===== config.mk =====
export PLATFORM = sky130hd
export DESIGN_NAME = ptcp_angle_fold
export DESIGN_NICKNAME = d
export VERILOG_FILES = /design/src/rtl/ptcp_pkg.sv /design/src/rtl/ptcp_angle_fold.sv
export SDC_FILE = /design/constraint.sdc
export NUM_CORES = 1
export LEC_CHECK = 0
export BUFFER_PORTS_ARGS = -buffer_cell sky130_fd_sc_hd__buf_2
export CAP_MARGIN = 40
export CORE_MARGIN = 10
export CORE_UTILIZATION = 46
export CTS_CLUSTER_SIZE = 14
export DETAILED_ROUTE_END_ITERATION = 8
export GPL_TIMING_DRIVEN = 1
export PLACE_DENSITY = 0.79
export SYNTH_ARGS = -nofsm -noshare
export SYNTH_HDL_FRONTEND = slang
export SYNTH_SLANG_ARGS = --single-unit

===== constraint.sdc =====
create_clock -name i_clk -period 5.25 [get_ports i_clk]
set_input_delay 1.05 -clock i_clk [delete_from_list [all_inputs] [get_ports i_clk]]
set_output_delay 1.05 -clock i_clk [all_outputs]
set_load 0.01 [all_outputs]

===== src/rtl/ptcp_pkg.sv =====
// Shared types, constants and tables for the pan-tilt camera pose block.
package ptcp_pkg;

    localparam int CORDIC_STAGES  = 16;
    localparam int TRIG_FRAC_BITS = 14;
    localparam int WORK_BITS      = 30;

    localparam int ANG_W   = 16;                     // input angle width
    localparam int TRIG_W  = TRIG_FRAC_BITS + 2;     // Q1.F plus sign
    localparam int XY_W    = WORK_BITS + 2;          // Q2.30
    localparam int Z_W     = 25;                     // 2^-16 degree units
    localparam int IDX_W   = 5;                      // atan table index
    localparam int RSH     = WORK_BITS - TRIG_FRAC_BITS;
    localparam int HINGE_W = 21;
    localparam int LEN_W   = 20;
    localparam int POS_W   = 22;
    localparam int CFG_W   = 21;
    localparam int CFG_IDX_W = 2;

    localparam int HALF_TURN    = 23040;
    localparam int QUARTER_TURN = 11520;
    localparam int FULL_TURN    = 46080;
    localparam int Z_SHIFT      = 9;                 // 1/128 deg to 2^-16 deg

    localparam logic signed [XY_W-1:0] CORDIC_GAIN = XY_W'(652032874);

    localparam logic signed [HINGE_W-1:0] HINGE_FWD_RST = HINGE_W'(225000);
    localparam logic signed [HINGE_W-1:0] HINGE_HGT_RST = HINGE_W'(320000);
    localparam logic [LEN_W-1:0]          PANEL_LEN_RST = LEN_W'(520000);

    typedef enum logic [CFG_IDX_W-1:0] {
        CFG_HINGE_FWD = 2'd0,
        CFG_HINGE_HGT = 2'd1,
        CFG_PANEL_LEN = 2'd2
    } t_cfg_idx;

    typedef logic signed [XY_W-1:0]   t_xy;
    typedef logic signed [Z_W-1:0]    t_z;
    typedef logic signed [TRIG_W-1:0] t_trig;

    // One rotation in flight through the cell chain.
    typedef struct packed {
        t_xy  x;
        t_xy  y;
        t_z   z;
        logic flip;     // cosine to be negated after folding
    } t_cordic;

    // atan(2^-i) in degrees times 65536, rounded.
    function automatic t_z atan_q16(input logic [IDX_W-1:0] i);
        t_z a;
        case (i)
            5'd0:    a = Z_W'(2949120);
            5'd1:    a = Z_W'(1740967);
            5'd2:    a = Z_W'(919879);
            5'd3:    a = Z_W'(466945);
            5'd4:    a = Z_W'(234379);
            5'd5:    a = Z_W'(117304);
            5'd6:    a = Z_W'(58666);
            5'd7:    a = Z_W'(29335);
            5'd8:    a = Z_W'(14668);
            5'd9:    a = Z_W'(7334);
            5'd10:   a = Z_W'(3667);
            5'd11:   a = Z_W'(1833);
            5'd12:   a = Z_W'(917);
            5'd13:   a = Z_W'(458);
            5'd14:   a = Z_W'(229);
            5'd15:   a = Z_W'(115);
            5'd16:   a = Z_W'(57);
            5'd17:   a = Z_W'(29);
            5'd18:   a = Z_W'(14);
            5'd19:   a = Z_W'(7);
            5'd20:   a = Z_W'(4);
            5'd21:   a = Z_W'(2);
            5'd22:   a = Z_W'(1);
            default: a = '0;
        endcase
        return a;
    endfunction

    // Round a Q2.30 CORDIC output to Q1.F (add half, floor) and clamp to +-1.0.
    function automatic t_trig trig_round(input t_xy v);
        logic signed [XY_W:0]       sum;
        logic signed [XY_W-RSH:0]   r;
        logic signed [XY_W-RSH:0]   lim;
        t_trig                      q;
        sum = $signed({v[XY_W-1], v}) + $signed((XY_W+1)'(1) <<< (RSH - 1));
        r   = sum[XY_W:RSH];
        lim = (XY_W-RSH+1)'(1) <<< TRIG_FRAC_BITS;
        if (r > lim) begin
            q = TRIG_W'(lim);
        end else if (r < -lim) begin
            q = TRIG_W'(-lim);
        end else begin
            q = TRIG_W'(r);
        end
        return q;
    endfunction

endpackage


===== src/rtl/ptcp_angle_fold.sv =====
// Angle negation, wrap and quadrant fold into the CORDIC start vector.
module ptcp_angle_fold (
    input  logic                             i_clk,
    input  logic signed [ptcp_pkg::ANG_W-1:0] i_angle,
    output ptcp_pkg::t_cordic                o_q
);

    localparam int N_W = ptcp_pkg::ANG_W + 2;

    logic signed [N_W-1:0] neg_n;
    logic signed [N_W-1:0] wrap_a;
    logic signed [N_W-1:0] wrap_b;
    logic signed [N_W-1:0] fold_n;
    logic                  fold;
    ptcp_pkg::t_cordic     n_q;
    ptcp_pkg::t_cordic     r_q;

    always_comb begin
        neg_n = -N_W'(i_angle);
        wrap_a = neg_n;
        if (neg_n > N_W'(ptcp_pkg::HALF_TURN)) begin
            wrap_a = neg_n - N_W'(ptcp_pkg::FULL_TURN);
        end
        wrap_b = wrap_a;
        if (wrap_a <= -N_W'(ptcp_pkg::HALF_TURN)) begin
            wrap_b = wrap_a + N_W'(ptcp_pkg::FULL_TURN);
        end
        fold   = 1'b0;
        fold_n = wrap_b;
        if (wrap_b > N_W'(ptcp_pkg::QUARTER_TURN)) begin
            fold_n = N_W'(ptcp_pkg::HALF_TURN) - wrap_b;
            fold   = 1'b1;
        end else if (wrap_b < -N_W'(ptcp_pkg::QUARTER_TURN)) begin
            fold_n = -N_W'(ptcp_pkg::HALF_TURN) - wrap_b;
            fold   = 1'b1;
        end
        n_q.x    = ptcp_pkg::CORDIC_GAIN;
        n_q.y    = '0;
        n_q.z    = ptcp_pkg::Z_W'(fold_n) <<< ptcp_pkg::Z_SHIFT;
        n_q.flip = fold;
    end

    always_ff @(posedge i_clk) begin
        r_q <= n_q;
    end

    assign o_q = r_q;

endmodule


==> impl_metrics.toml <==
[power]
total_power_uw = 636
p_int_uw = 373
p_seq_frac = 0.268
combPwrFrac = 0.579
clkPwrFrac = 0.153
p_per_area_nw_per_um2 = 200
power_leakage_nw = 1.45
p_sw_frac = 0.414
p_switching_uw = 263
peakVddDrop_uv = 182

[timing]
maxClockFrequency_mhz = 200
rsz0062_at_grt = "no"
slew_headroom = 0.589
drv_slew = 0
hold_viol = 0
final.min_clock_period_ns = 4.99
fin_crit_sh = 0.951
worst_slack_ns = 0.255
setup_viol = 0
whs_ns = 1.08
tightest_slew_ns = 0.612

[setup_path]
worst-setup-path-type = "input pin to flip-flop"
arrival_ns = 5.17
crit_chain = "buf_2 -> inv_4 -> ha_4 -> or4b_4 -> or4_4 -> xnor2_4 -> o211ai_1 -> o211ai_2 -> nor2_2 -> xnor2_2 -> inv_1 -> ha_2 -> o32ai_2 -> mux2i_1 -> o31a_1 -> o211ai_1 -> a311oi_4 -> or3_4 -> inv_4 -> mux2i_1 -> xor2_1"
cpMaxStageDelayCell = "or4_4"
cpPeakStageDelay_ns = 0.47
cp_max_fo = 8
crit_buf_inv = 4
end_kind = "flip-flop"
cp_top_family = "simple AND/OR/NAND/NOR gates"
startpoint = "i_angle[0]"
crit_required_ns = 5.43
start_kind = "input pin"

[cells_and_area]
drive_gt1_frac = 0.284
nets = 464
final_cell_count_no_fill = 518
syn2layout_area_growth_pct = 15.1
fillers = 555
largest_register_ffs = 17
diodes = 0

[clocking]
post_cts_buffers = 0
cts_tree = "built"
cts.sinks = 17
h-tree-depth = 1
path_clk_slew_ns = 0.06
holdBufCountCts = 0
ctsResizeCount = 0
clk_path_buf_depth = 2
cts-root-buf = "clkbuf_8"
numCtsBuffers = 3

[global_routing]
grt_max_degree = 11
grt_pass1_wl_um = 12900
grtUsageTotal = 0.154
first_global_vias = 2841
grt_overflow = 0
antenna_found_initial = 0

[floorplan]
fp.dieH_um = 97.5
placementRows = 28
core_area_sq_um = 5890
die_w_um = 97.5
io_pins = 107
start_util = 0.470
die-area_sq_um = 9510

[run]
maxCapViolations = 0

[synth]
ys_seq_area_frac = 0.123
async_flop_share = 0
synth_area_sq_um = 2760
avgSynthCellArea_sq_um = 7.47
synth_edf_count = 0
synth_xor_area_frac = 0.105
synthAdderAreaFrac = 0.0136
synthMuxAreaShare = 0.0448
synth-simple-area-share = 0.229
synth.distinct_cells = 75
yosysWarnings = 0
syn_inst = 370
ys_ff_latch = 17
ys.flop_type = "dfxtp_1"
synth_top_family_by_area = "compound AO/OA/AOI/OAI gates"
synth_compound_area_frac = 0.246

[status]
outcome = "finished, final reports clean"

[drt]
wl_per_cell_um = 15.3
first_iter_violations = 258
drc = 0
via_per_inst = 5.38
route.vias.total = 2786
routed_wl_um = 7900
dr.pass1.iters = 5
ant_nets = 0

[place]
post-place-ws_ns = -0.112
dp_hpwl_um = 6750
io_buffers = 33
gp_congestion = 0.974
dp.cells = 514

[min_path]
hp-class = "input pin to flip-flop"
hold_path_startpoint = "i_angle[0]"
[kinds of logic (layout without fill, tap and decap cells)]
group / after synthesis / count (layout)
muxes: 12 / 12
xor gates and xnor gates: 28 / 28
other: 2 / 73
DFF: 17 / 17
adders and majority gates: 3 / 3
and+or+nand+nor: 124 / 124
buffers and inverters: 96 / 98
AOI/OAI and AO/OA: 88 / 88
[power groups by stage]
stage	clock, mW	sequential [mW]	combinational, mW
after global placement	0	0.173	0.353
after detailed placement	0	0.174	0.360
after global routing	0.105	0.174	0.404
after CTS	0.0986	0.171	0.362
final	0.0972	0.170	0.368
after floorplan	0	0.195	0.256
[routing by layer]
layer / global-route usage / wire, um / vias up
li1: - / - / 1317
met1: 0.176 / 3190 / 1291
met2: 0.269 / 3820 / 160
met3: 0.0349 / 735 / 18
met4: 0.0604 / 158 / 0
met5: 0 / 0 / -
[cell usage after synthesis, drive strengths merged, types with 4 or more instances]
library cell  instances  area [sq um]
nor3                 12          60.1
xnor2                21           203
or2                   6          37.5
mux2i                 9          90.1
nor4                  5          31.3
nor2                 32           120
a21oi                14          70.1
o31a                  4          35.0
a21boi                4          30.0
nand3                12          65.1
buf                  77           577
dfxtp                17           340
inv                  10          40.0
clkbuf                9          35.0
a31oi                 5          37.5
and3                  4          25.0
nand4                 6          37.5
nand2                27           101
o21ai                15          90.1
o211ai                9          72.6
or3                   6          42.5
nand2b                4          25.0
xor2                  7          87.6
[layout make-up]
cell class / count / area [sq um] / share of cell area
well taps: 75 / 93.8 / 0.0295
repair buffers: 84 / 548 / 0.172
flip-flops and latches: 17 / 340 / 0.107
clock buffers: 3 / 41.3 / 0.0130
multi-input cells: 328 / 2110 / 0.663
clock inverters: 1 / 5.00 / 0.00157
inverters: 10 / 45.0 / 0.0142
[worst paths after layout]
path,depth (start not counted),to,slack (ns)
min,2,o_q[10]$_DFF_P_,1.08
max,21,o_q[13]$_DFF_P_,0.26
[per-stage QoR]
step / instance area (sq um) / TNS, ns / utilization
2_1_floorplan: 3100 / -1.64 / -
3_3_place_gp: 3110 / 0 / 0.529
3_5_place_dp: 3110 / -0.243 / 0.529
4_1_cts: 3160 / 0 / 0.537
5_1_grt: 3180 / 0 / 0.541
6_report: 3180 / 0 / 0.541
[cells in the final DEF, fill, tap and decap left out, types with 11 or more instances in the layout]
cell     count
xnor2_1     18
a21oi_1     14
buf_4       51
o21ai_0     11
nand2_1     27
nor2_1      31
conb_1      73
buf_2       33
nand3_1     11
dfxtp_1     17
nor3_1      12
Note: power is estimated with default switching activity, not from simulation.
