### src/rtl/ptcp_pkg.sv
// Shared types, constants and tables for the pan-tilt camera pose block.
package ptcp_pkg;

    localparam int CORDIC_STAGES  = 16;
    localparam int TRIG_FRAC_BITS = 14;
    localparam int WORK_BITS      = 30;

    localparam int ANG_W   = 16;                     // input angle width
    localparam int TRIG_W  = TRIG_FRAC_BITS + 2;     // Q1.F plus sign
    localparam int XY_W    = WORK_BITS + 2;          // Q2.30
    localparam int Z_W     = 25;                     // 2^-16 degree units
    localparam int IDX_W   = 5;                      // atan table index
    localparam int RSH     = WORK_BITS - TRIG_FRAC_BITS;
    localparam int HINGE_W = 21;
    localparam int LEN_W   = 20;
    localparam int POS_W   = 22;
    localparam int CFG_W   = 21;
    localparam int CFG_IDX_W = 2;

    localparam int HALF_TURN    = 23040;
    localparam int QUARTER_TURN = 11520;
    localparam int FULL_TURN    = 46080;
    localparam int Z_SHIFT      = 9;                 // 1/128 deg to 2^-16 deg

    localparam logic signed [XY_W-1:0] CORDIC_GAIN = XY_W'(652032874);

    localparam logic signed [HINGE_W-1:0] HINGE_FWD_RST = HINGE_W'(225000);
    localparam logic signed [HINGE_W-1:0] HINGE_HGT_RST = HINGE_W'(320000);
    localparam logic [LEN_W-1:0]          PANEL_LEN_RST = LEN_W'(520000);

    typedef enum logic [CFG_IDX_W-1:0] {
        CFG_HINGE_FWD = 2'd0,
        CFG_HINGE_HGT = 2'd1,
        CFG_PANEL_LEN = 2'd2
    } t_cfg_idx;

    typedef logic signed [XY_W-1:0]   t_xy;
    typedef logic signed [Z_W-1:0]    t_z;
    typedef logic signed [TRIG_W-1:0] t_trig;

    // One rotation in flight through the cell chain.
    typedef struct packed {
        t_xy  x;
        t_xy  y;
        t_z   z;
        logic flip;     // cosine to be negated after folding
    } t_cordic;

    // atan(2^-i) in degrees times 65536, rounded.
    function automatic t_z atan_q16(input logic [IDX_W-1:0] i);
        t_z a;
        case (i)
            5'd0:    a = Z_W'(2949120);
            5'd1:    a = Z_W'(1740967);
            5'd2:    a = Z_W'(919879);
            5'd3:    a = Z_W'(466945);
            5'd4:    a = Z_W'(234379);
            5'd5:    a = Z_W'(117304);
            5'd6:    a = Z_W'(58666);
            5'd7:    a = Z_W'(29335);
            5'd8:    a = Z_W'(14668);
            5'd9:    a = Z_W'(7334);
            5'd10:   a = Z_W'(3667);
            5'd11:   a = Z_W'(1833);
            5'd12:   a = Z_W'(917);
            5'd13:   a = Z_W'(458);
            5'd14:   a = Z_W'(229);
            5'd15:   a = Z_W'(115);
            5'd16:   a = Z_W'(57);
            5'd17:   a = Z_W'(29);
            5'd18:   a = Z_W'(14);
            5'd19:   a = Z_W'(7);
            5'd20:   a = Z_W'(4);
            5'd21:   a = Z_W'(2);
            5'd22:   a = Z_W'(1);
            default: a = '0;
        endcase
        return a;
    endfunction

    // Round a Q2.30 CORDIC output to Q1.F (add half, floor) and clamp to +-1.0.
    function automatic t_trig trig_round(input t_xy v);
        logic signed [XY_W:0]       sum;
        logic signed [XY_W-RSH:0]   r;
        logic signed [XY_W-RSH:0]   lim;
        t_trig                      q;
        sum = $signed({v[XY_W-1], v}) + $signed((XY_W+1)'(1) <<< (RSH - 1));
        r   = sum[XY_W:RSH];
        lim = (XY_W-RSH+1)'(1) <<< TRIG_FRAC_BITS;
        if (r > lim) begin
            q = TRIG_W'(lim);
        end else if (r < -lim) begin
            q = TRIG_W'(-lim);
        end else begin
            q = TRIG_W'(r);
        end
        return q;
    endfunction

endpackage

### src/rtl/ptcp_cell.sv
// One CORDIC micro-rotation cell; the stage index is tied off by the caller.
module ptcp_cell (
    input  logic                           i_clk,
    input  logic [ptcp_pkg::IDX_W-1:0]     i_stage,
    input  ptcp_pkg::t_cordic              i_d,
    output ptcp_pkg::t_cordic              o_q
);

    ptcp_pkg::t_xy     xs;
    ptcp_pkg::t_xy     ys;
    ptcp_pkg::t_xy     x_in;
    ptcp_pkg::t_xy     y_in;
    ptcp_pkg::t_z      ang;
    ptcp_pkg::t_cordic n_q;
    ptcp_pkg::t_cordic r_q;

    always_comb begin
        x_in = i_d.x;
        y_in = i_d.y;
        xs   = x_in >>> i_stage;
        ys   = y_in >>> i_stage;
        ang  = ptcp_pkg::atan_q16(i_stage);
        n_q.flip = i_d.flip;
        if (!i_d.z[ptcp_pkg::Z_W-1]) begin
            n_q.x = x_in - ys;
            n_q.y = y_in + xs;
            n_q.z = i_d.z - ang;
        end else begin
            n_q.x = x_in + ys;
            n_q.y = y_in - xs;
            n_q.z = i_d.z + ang;
        end
    end

    always_ff @(posedge i_clk) begin
        r_q <= n_q;
    end

    assign o_q = r_q;

endmodule

### config.mk
export PLATFORM = sky130hd
export DESIGN_NAME = ptcp_cell
export DESIGN_NICKNAME = d
export VERILOG_FILES = /design/src/rtl/ptcp_pkg.sv /design/src/rtl/ptcp_cell.sv
export SDC_FILE = /design/constraint.sdc
export NUM_CORES = 1
export LEC_CHECK = 0
export ABC_AREA = 1
export BUFFER_PORTS_ARGS = -buffer_cell sky130_fd_sc_hd__buf_2
export CAP_MARGIN = 10
export CORE_ASPECT_RATIO = 1.5
export CORE_MARGIN = 1
export CORE_UTILIZATION = 65
export DETAILED_ROUTE_END_ITERATION = 6
export PLACE_DENSITY_LB_ADDON = 0.2
export SLEW_MARGIN = 0
export SYNTH_ARGS = -nofsm -noshare
export SYNTH_HDL_FRONTEND = slang
export SYNTH_SLANG_ARGS = --single-unit
export TNS_END_PERCENT = 50
### constraint.sdc
create_clock -name i_clk -period 7.5 [get_ports i_clk]
set_clock_uncertainty 0.05 [all_clocks]
set_input_delay 0.375 -clock i_clk [delete_from_list [all_inputs] [get_ports i_clk]]
set_output_delay 0.375 -clock i_clk [all_outputs]
set_load 0.005 [all_outputs]
==> metrics.cfg, run 1 <==
[finish]
drive_above_1_share_pct=12.6
final_common_cell=nand2_1
mostFrequentLayoutCells=nand2_1 (748), nand3_1 (324), buf_2 (185)
syn_to_final_growth_pct=9.26
fin_nets=2533
finish.utilization_pct=73.0
largest_reg_flops=90
final_cells=2590
diodes=0

[worst_hold_path]
hold_path_depth=1
hold_path_class=in -> reg
hp-start=i_d[0]
holdPathEnd=o_q[0]$_DFF_P_

[sta]
fin_crit_ns=5.32
tightest_slew_ns=0.819
layout_worst_path_cycle_share_pct=71.0
tns_ns=0
finalSetupViolCount=0
grt_setup_unrepaired=no
max_freq_mhz=188
finalMaxSlewViolations=0
relSlewSlack_pct=45.4
hold_violations=0
setup_slack_ns=2.18

[clock_tree]
htree_levels=3
cts_tree=yes
post_cts_buffers=0
cts_buffers=9
post_cts_resized=0
cts_sinks=90
clockBufferDepth=2
cts.clk_slew.worst_paths_ns=0.08
cts-root-buf=clkbuf_16
hold_buffers=0

[yosys]
seq_area_frac_synth_pct=14.0
synth_cell_types=48
synth_cells=2199
async_reset_ff_share_pct=0
ys_warn_count=0
synth_edf_count=0
ys.flop_type=dfxtp_1
postSynthNetCount=2403
syn_area_per_cell_sq_um=5.84
synth-seq-cells=90
synthesis.area_sq_mm=0.0128

[pwr]
internal_power_mw=1.63
p_switching_mw=1.31
seqPwrFrac_pct=25.3
peakVddDrop_v=0.000204
sw_frac_of_total_pct=44.4
pwr-share-clk_pct=18.5
pwr-share-comb_pct=56.2
fin_total_pwr_mw=2.94
p_leak_nw=7.55
power_density_mw_per_mm2=209

[place]
dp.cells=2574
dpl.hpwl_um=36200
gp_congestion=1.07
pre_cts_slack_ns=1.99
portBuffers=185

[floorplanning]
die_width_um=117
io_pins=186
start_util_pct=66.8
core_sq_mm=0.0192
die_h_um=174
num_rows=62
die-area_sq_mm=0.0203

[routing]
wl_per_cell_um=17.3
met3_wirelength_um=3460
postRouteAntennaNets=0
highest-signal-layer=met4
drc_errors=0
dr.pass1.iters=7
viasPerCell=5.97
routed_wl_um=44900
wl_met2_um=21700
num_vias=15500
wl_met1_um=15600
first_iter_violations=1662

[worst_setup_path]
crit_arrival_ns=5.56
crit_type=in -> reg
critPathLaunchType=input pin
critPathRequiredTime_ns=7.73
cp_max_fo=41
end_kind=register

[global_route]
antenna_found_initial=0
grt_usage_pct=44.0
grt_max_degree=65
grt_pass1_wl_um=70000
grt_pass1_vias=14700
grt.overflow.total=0

[run_status]
status=complete, no violations

[job]
max-cap-violations=0

==> worst max-delay path: stages <==
cell and delay, ns:
buf_2 0.51, inv_2 0.48, nor2_2 0.41, buf_4 0.34, nand2_1 0.08, nand2_1 0.08, inv_2 0.03, nand2_1 0.09
inv_1 0.08, ha_1 0.21, nor2_1 0.13, xor2_1 0.32, ha_1 0.35, a21oi_1 0.15, nand2_1 0.12, a21oi_1 0.44
o21ai_0 0.36, nand3_1 0.17, nand3_1 0.19, a21o_1 0.24, a21oi_1 0.19, inv_1 0.06, nand3_1 0.07, nand2_1 0.05
==> worst max-delay path by stage <==
stage | start | to | slack [ns]
after detailed placement | i_stage[3] | o_q[89]$_DFF_P_ | 1.99
after global routing | i_stage[3] | o_q[89]$_DFF_P_ | 1.99
after global placement | i_stage[3] | o_q[89]$_DFF_P_ | 2.13
after floorplan | i_stage[0] | o_q[24]$_DFF_P_ | 3.73
after CTS | i_stage[3] | o_q[89]$_DFF_P_ | 2.39
final | i_stage[3] | o_q[89]$_DFF_P_ | 2.18
==> layout make-up <==
type	count	area, sq um
inverter	195	739
tap	256	320
timing repair buffer	195	1000
clock buffer	12	236
fill	1712	5200
clock inverter	4	98.8
multi-input combinational	1838	9840
sequential	90	1800
==> stage by stage <==
stage	area, sq um	hold WS [ns]
3_3_place_gp	13700	0.430
6_report	14000	0.0664
5_1_grt	14000	0.0716
2_1_floorplan	12800	0.353
3_5_place_dp	13700	0.432
4_1_cts	14000	0.0676
==> power by group through the flow <==
| stage | Clock (mW) | Sequential [mW] | Combinational [mW] |
|---|---|---|---|
| detailed placement | 0 | 0.750 | 1.60 |
| global placement | 0 | 0.747 | 1.56 |
| global route | 0.560 | 0.770 | 1.82 |
| finish | 0.544 | 0.744 | 1.65 |
| CTS | 0.542 | 0.743 | 1.61 |
| floorplan | 0 | 0.787 | 1.04 |
==> layer usage <==
layer / global-route usage, % / vias to the layer above
li1: - / 7461
met1: 44.5 / 6854
met2: 75.9 / 866
met3: 7.95 / 287
met4: 37.9 / 0
met5: 0 / -
==> cells in the mapped netlist (2+ instances only) <==
| cell type | count | area (sq um) |
|---|---|---|
| buf_1 | 12 | 45.0 |
| o21a_1 | 11 | 82.6 |
| nor3b_1 | 2 | 15.0 |
| nand3_2 | 3 | 30.0 |
| or2_1 | 2 | 12.5 |
| nand3_1 | 324 | 1620 |
| o211ai_1 | 9 | 67.6 |
| a21boi_0 | 2 | 15.0 |
| nor3_1 | 23 | 115 |
| o22ai_1 | 2 | 12.5 |
| xor2_1 | 98 | 858 |
| a221oi_2 | 2 | 30.0 |
| nand4_1 | 14 | 87.6 |
| o21ai_0 | 76 | 380 |
| buf_4 | 12 | 90.1 |
| nand2_1 | 748 | 2810 |
| nor2_2 | 18 | 113 |
| a211oi_1 | 4 | 30.0 |
| a31oi_1 | 13 | 81.3 |
| nor2_1 | 143 | 537 |
| dfxtp_1 | 90 | 1800 |
| a221oi_1 | 5 | 43.8 |
| xnor2_1 | 46 | 403 |
| buf_6 | 14 | 158 |
| nand2_2 | 18 | 113 |
| o21bai_1 | 5 | 37.5 |
| buf_2 | 27 | 135 |
| a21oi_1 | 110 | 551 |
| nor2_4 | 10 | 113 |
| nand2_4 | 2 | 22.5 |
| nor4_1 | 6 | 37.5 |
| fa_1 | 3 | 60.1 |
| nor3_2 | 2 | 20.0 |
| ha_1 | 105 | 1310 |
| nand3b_1 | 5 | 37.5 |
| clkbuf_1 | 11 | 41.3 |
| o21ai_1 | 14 | 70.1 |
| a21o_1 | 8 | 60.1 |
| inv_1 | 168 | 631 |
| inv_2 | 24 | 90.1 |
==> kinds of logic (layout without fill, tap and decap cells) <==
family / count (synthesis) / in the layout / synth area share [%]
AO/OA/AOI/OAI: 265 / 265 / 11.7
XOR/XNOR: 144 / 144 / 9.81
adder cells (fa/ha/maj): 108 / 108 / 10.7
buffers and inverters: 271 / 406 / 9.41
flip-flops: 90 / 90 / 14.0
AND/OR/NAND/NOR: 1321 / 1321 / 44.3
Power figures use the tool's default switching activity.
==> run 2, diff against run 1 <==
--- a/config.mk
+++ b/config.mk
@@ -10,7 +10,7 @@
 export CAP_MARGIN = 10
 export CORE_ASPECT_RATIO = 1.5
 export CORE_MARGIN = 1
-export CORE_UTILIZATION = 65
+export CORE_UTILIZATION = 60
 export DETAILED_ROUTE_END_ITERATION = 6
 export PLACE_DENSITY_LB_ADDON = 0.2
 export SLEW_MARGIN = 0
==> constraint.sdc (replaced) <==
create_clock -name i_clk -period 5.1 [get_ports i_clk]
set_clock_uncertainty 0.05 [all_clocks]
set_input_delay 0.255 -clock i_clk [delete_from_list [all_inputs] [get_ports i_clk]]
set_output_delay 0.255 -clock i_clk [all_outputs]
set_load 0.005 [all_outputs]
==> metrics.cfg, run 2 (synthesized netlist as in run 1, its figures left out) <==
[place]
dp.cells=2607
dpl.hpwl_um=36900
gp_congestion=1.08
portBuffers=185

[finish]
multiInputGateArea_sq_mm=0.00985
diodes=0
largest_reg_flops=90
drive_above_1_share_pct=13.5
syn_to_final_growth_pct=11.0
fill_cells=1967
final_cells=2624
final_common_cell=nand2_1
fin_nets=2555
mostFrequentLayoutCells=nand2_1 (748), nand3_1 (324), buf_2 (185)
seqCellArea_sq_mm=0.00180

[clock_tree]
cts_buffers=9
cts_tree=yes
cts-root-buf=clkbuf_16
htree_levels=3
cts_sinks=90
cts.clk_slew.worst_paths_ns=0.07
post_cts_buffers=0
clockBufferDepth=2

[pwr]
seqPwrFrac_pct=25.5
pwr-share-comb_pct=57.9
fin_total_pwr_mw=4.28
pwr-share-clk_pct=16.6
p_leak_nw=7.68
sw_frac_of_total_pct=45.3
peakVddDrop_v=0.000261
power_density_mw_per_mm2=300
p_switching_mw=1.94
internal_power_mw=2.34

[sta]
tns_ns=0
fin_crit_ns=4.88
grt_setup_unrepaired=no
layout_worst_path_cycle_share_pct=95.6
tightest_slew_ns=1.03
max_freq_mhz=205
finalMaxSlewViolations=0
relSlewSlack_pct=31.4
finalSetupViolCount=0
hold_violations=0

[floorplanning]
core_sq_mm=0.0210
die-area_sq_mm=0.0220
num_rows=65
io_pins=186
die_width_um=121
start_util_pct=61.2
die_h_um=181

[routing]
num_vias=15400
routed_wl_um=45600
postRouteAntennaNets=0
drc_errors=0
first_iter_violations=1322
viasPerCell=5.87
wl_per_cell_um=17.4
dr.pass1.iters=5

[global_route]
grt_pass1_vias=14900
grt_max_degree=76
antenna_found_initial=0
grt_pass1_wl_um=71600
grt_usage_pct=41.6
grt.overflow.total=0

[worst_setup_path]
critPathRequiredTime_ns=5.31
cp_max_fo=39
critPathLaunchType=input pin
end_kind=register
crit_arrival_ns=5.09
crit_type=in -> reg

[worst_hold_path]
holdPathEnd=o_q[1]$_DFF_P_
hold_path_depth=2
hp-start=i_d[1]
hold_path_class=in -> reg

[run_status]
status=complete, no violations

[job]
max-cap-violations=0

==> run 2: changes by cell type in the layout (fill, tap and decap cells not counted), moves of 2 or more <==
cell       previous run  this run
buf_12                0         6
buf_4                10        25
bufinv_16             3         1
clkbuf_1              3         1
clkinv_2              0         2
clkinv_4              0         2
==> run 2: critical path: stages <==
cell and delay (ns):
buf_2 0.37, buf_12 0.27, nand3_1 0.14, nand3_1 0.15, nand3_1 0.12, nand3_1 0.26, nand2_1 0.13, inv_1 0.09
ha_1 0.18, nand2_2 0.14, nor3_2 0.31, nor2_1 0.09, xnor2_1 0.51, inv_1 0.14, ha_1 0.32, nand2_1 0.05
inv_1 0.09, nand2_1 0.10, nor3_1 0.41, nand2_1 0.10, o211ai_1 0.30, nand2_1 0.10, nand2_1 0.14, a211oi_1 0.11
xor2_1 0.15
==> run 2: layer usage <==
| metal | part of all wire (%) | vias up | GRT usage (%) |
|---|---|---|---|
| li1 | - | 7505 | - |
| met1 | 36 | 6916 | 43.3 |
| met2 | 49 | 749 | 72.3 |
| met3 | 6.6 | 229 | 6.88 |
| met4 | 8.5 | 0 | 33.7 |
| met5 | 0 | - | 0 |
==> run 2: repair_timing <==
action	4_1_cts	5_1_grt
gates resized for setup	0	1
hold buffers	1	0
endpoints found under the setup margin	0	1
endpoints found under the hold margin	1	0
==> run 2: how the worst max path moves through the flow <==
stage | from | to
final | i_stage[1] | o_q[87]$_DFF_P_
after global routing | i_stage[1] | o_q[87]$_DFF_P_
after CTS | i_stage[1] | o_q[89]$_DFF_P_
after detailed placement | i_stage[1] | o_q[89]$_DFF_P_
after global placement | i_stage[1] | o_q[89]$_DFF_P_
after floorplan | i_stage[0] | o_q[24]$_DFF_P_
==> run 2: final cells by class <==
class                           count  share of cell area [%]
Tap cell                          268                    2.35
Clock buffer                       10                    1.61
Inverter                          195                    5.18
Sequential cell                    90                    12.6
Clock inverter                      6                   0.465
Timing Repair Buffer              217                    8.72
Multi-Input combinational cell   1838                    69.0
==> run 2: through the flow <==
| step | area [sq um] | util (%) | hold slack (ns) | setup WS [ns] |
|---|---|---|---|---|
| 2_1_floorplan | 12800 | - | 0.233 | 1.45 |
| 3_3_place_gp | 14000 | 66.5 | 0.310 | 0.199 |
| 3_5_place_dp | 14000 | 66.5 | 0.312 | 0.188 |
| 4_1_cts | 14300 | 67.9 | 0.0541 | 0.586 |
| 5_1_grt | 14300 | 68.0 | 0.0653 | 0.0135 |
| 6_report | 14300 | 68.0 | 0.0484 | 0.225 |
==> run 2: power groups by stage <==
stage / Combinational (mW) / Clock (mW) / Sequential (mW)
6_report: 2.48 / 0.710 / 1.09
5_1_grt: 2.72 / 0.732 / 1.13
4_1_cts: 2.43 / 0.705 / 1.09
3_5_place_dp: 2.41 / 0 / 1.10
3_3_place_gp: 2.37 / 0 / 1.09
2_1_floorplan: 1.53 / 0 / 1.16
==> run 3, diff against run 2 <==
--- a/config.mk
+++ b/config.mk
@@ -10,7 +10,7 @@
 export CAP_MARGIN = 10
 export CORE_ASPECT_RATIO = 1.5
 export CORE_MARGIN = 1
-export CORE_UTILIZATION = 60
+export CORE_UTILIZATION = 54
 export DETAILED_ROUTE_END_ITERATION = 6
 export PLACE_DENSITY_LB_ADDON = 0.2
 export SLEW_MARGIN = 0
==> constraint.sdc (replaced) <==
create_clock -name i_clk -period 3.91 [get_ports i_clk]
set_clock_uncertainty 0.05 [all_clocks]
set_input_delay 0.1955 -clock i_clk [delete_from_list [all_inputs] [get_ports i_clk]]
set_output_delay 0.1955 -clock i_clk [all_outputs]
set_load 0.005 [all_outputs]
==> metrics.cfg, run 3 (synthesized netlist as in run 1, its figures left out) <==
[pwr]
peakVddDrop_v=0.000425
p_leak_nw=9.92
fin_total_pwr_mw=6.88
power_density_mw_per_mm2=377

[clock_tree]
htree_levels=3
clockBufferDepth=2
cts_buffers=9
cts_sinks=90
cts-root-buf=clkbuf_16
cts.clk_slew.worst_paths_ns=0.07
cts_tree=yes

[finish]
diodes=0
mostFrequentLayoutCells=nand2_1 (724), buf_4 (425), nand3_1 (314)
fill_cells=1800
drive_above_1_share_pct=30.4
fin_nets=2975
final_cells=3091
syn_to_final_growth_pct=42.1
largest_reg_flops=90
final_common_cell=nand2_1

[worst_setup_path]
critPathLaunchType=input pin
crit_type=in -> reg
end_kind=register
critPathRequiredTime_ns=4.15
cp_max_fo=14
crit_arrival_ns=4.22

[run_status]
failed_checks=negative setup slack
status=finished with violations

[sta]
setup_slack_ns=-0.0661
hold_violations=0
finalMaxSlewViolations=0
tightest_slew_ns=0.499
layout_worst_path_cycle_share_pct=102
finalSetupViolCount=1
relSlewSlack_pct=66.6
fin_crit_ns=3.98
max_freq_mhz=252

[floorplanning]
io_pins=186
num_rows=68
die_width_um=128
core_sq_mm=0.0231
start_util_pct=55.5
die_h_um=191
die-area_sq_mm=0.0244

[place]
gp_congestion=1.02
pre_cts_slack_ns=-0.693
dp.cells=3062
dpl.hpwl_um=41800
portBuffers=185

[routing]
num_vias=17700
wl_per_cell_um=17.6
first_iter_violations=1570
routed_wl_um=54300
drc_errors=0
postRouteAntennaNets=0
dr.pass1.iters=6
viasPerCell=5.74

[global_route]
grt.overflow.total=0
grt_max_degree=42
grt_pass1_wl_um=80500
grt_pass1_vias=17100
antenna_found_initial=1
grt_usage_pct=41.9

[worst_hold_path]
hold_path_class=in -> reg

[job]
max-cap-violations=0

run 3: cell count changes in the layout (fill, tap and decap cells not counted), moves of 10 or more:
cell | previous run | this run
buf_4 | 25 | 425
nand3_1 | 324 | 314
a21oi_2 | 1 | 17
nand2_1 | 748 | 724
o21ai_0 | 76 | 57
nor2_2 | 19 | 29
o21ai_1 | 14 | 25
nor2_1 | 142 | 126
nand2_2 | 18 | 38
a21oi_1 | 110 | 94
run 3: critical path, cell delays in order:
cell and delay [ns]:
buf_6 0.12, inv_8 0.10, buf_12 0.16, buf_16 0.15, nand3_1 0.11, nand3_1 0.13, nand3_1 0.20, buf_4 0.20
nand3_1 0.08, nand2_1 0.07, inv_1 0.09, nand2_1 0.09, nor3_1 0.31, nand2_1 0.11, nand2_2 0.08, xor2_1 0.16
ha_1 0.29, a21oi_1 0.27, o21ai_0 0.18, a21oi_1 0.28, o211ai_1 0.22, nand2_1 0.13, nand2_2 0.07, a211oi_2 0.21
xor2_1 0.19
run 3: layout make-up:
cell class / instances / area, sq um / share of cell area (%)
clock buffer: 11 / 253 / 1.38
clock inverter: 5 / 60.1 / 0.329
inverter: 195 / 754 / 4.13
multi-input combinational: 1838 / 10400 / 56.7
sequential: 90 / 1800 / 9.87
tap: 315 / 394 / 2.16
timing repair buffer: 635 / 4630 / 25.3
timing repair inverter: 2 / 17.5 / 0.0959
run 3: final timing paths:
kind | startpoint | endpoint | cells after the start
max | i_stage[1] | o_q[55]$_DFF_P_ | 25
min | i_d[1] | o_q[1]$_DFF_P_ | 2
run 3: per-layer routing:
| metal | wire (um) | global-route usage [%] | share of wire, % |
|---|---|---|---|
| met5 | 13 | 0 | 0.024 |
| met4 | 5790 | 34.2 | 11 |
| met3 | 4300 | 6.75 | 7.9 |
| met2 | 26300 | 76.6 | 48 |
| met1 | 18000 | 41.4 | 33 |
run 3: repair_timing:
item / in CTS / in global routing
resized for setup: 8 / 157
pin swaps: 0 / 33
hold buffers: 1 / 0
setup endpoints to repair: 11 / 47
endpoints found under the hold margin: 1 / 0
setup buffers: 0 / 4
gates cloned: 0 / 8
run 3: where the power goes:
part	switching [mW]	internal, mW	total [mW]
Sequential	0.102	1.33	1.43
Clock	0.465	0.536	1.00
Combinational	2.42	2.03	4.45
Total	2.98	3.90	6.88
run 3: per-stage QoR:
step | hold WS (ns) | cell area [sq um] | util [%] | TNS, ns
2_1_floorplan | 0.173 | 12800 | - | 0
3_3_place_gp | 0.248 | 17100 | 74.1 | -8.97
3_5_place_dp | 0.257 | 17100 | 74.1 | -11.51
4_1_cts | 0.0101 | 17500 | 75.6 | -0.0128
5_1_grt | 0.0205 | 18300 | 78.9 | -1.46
6_report | 0.00965 | 18300 | 78.9 | -0.0661
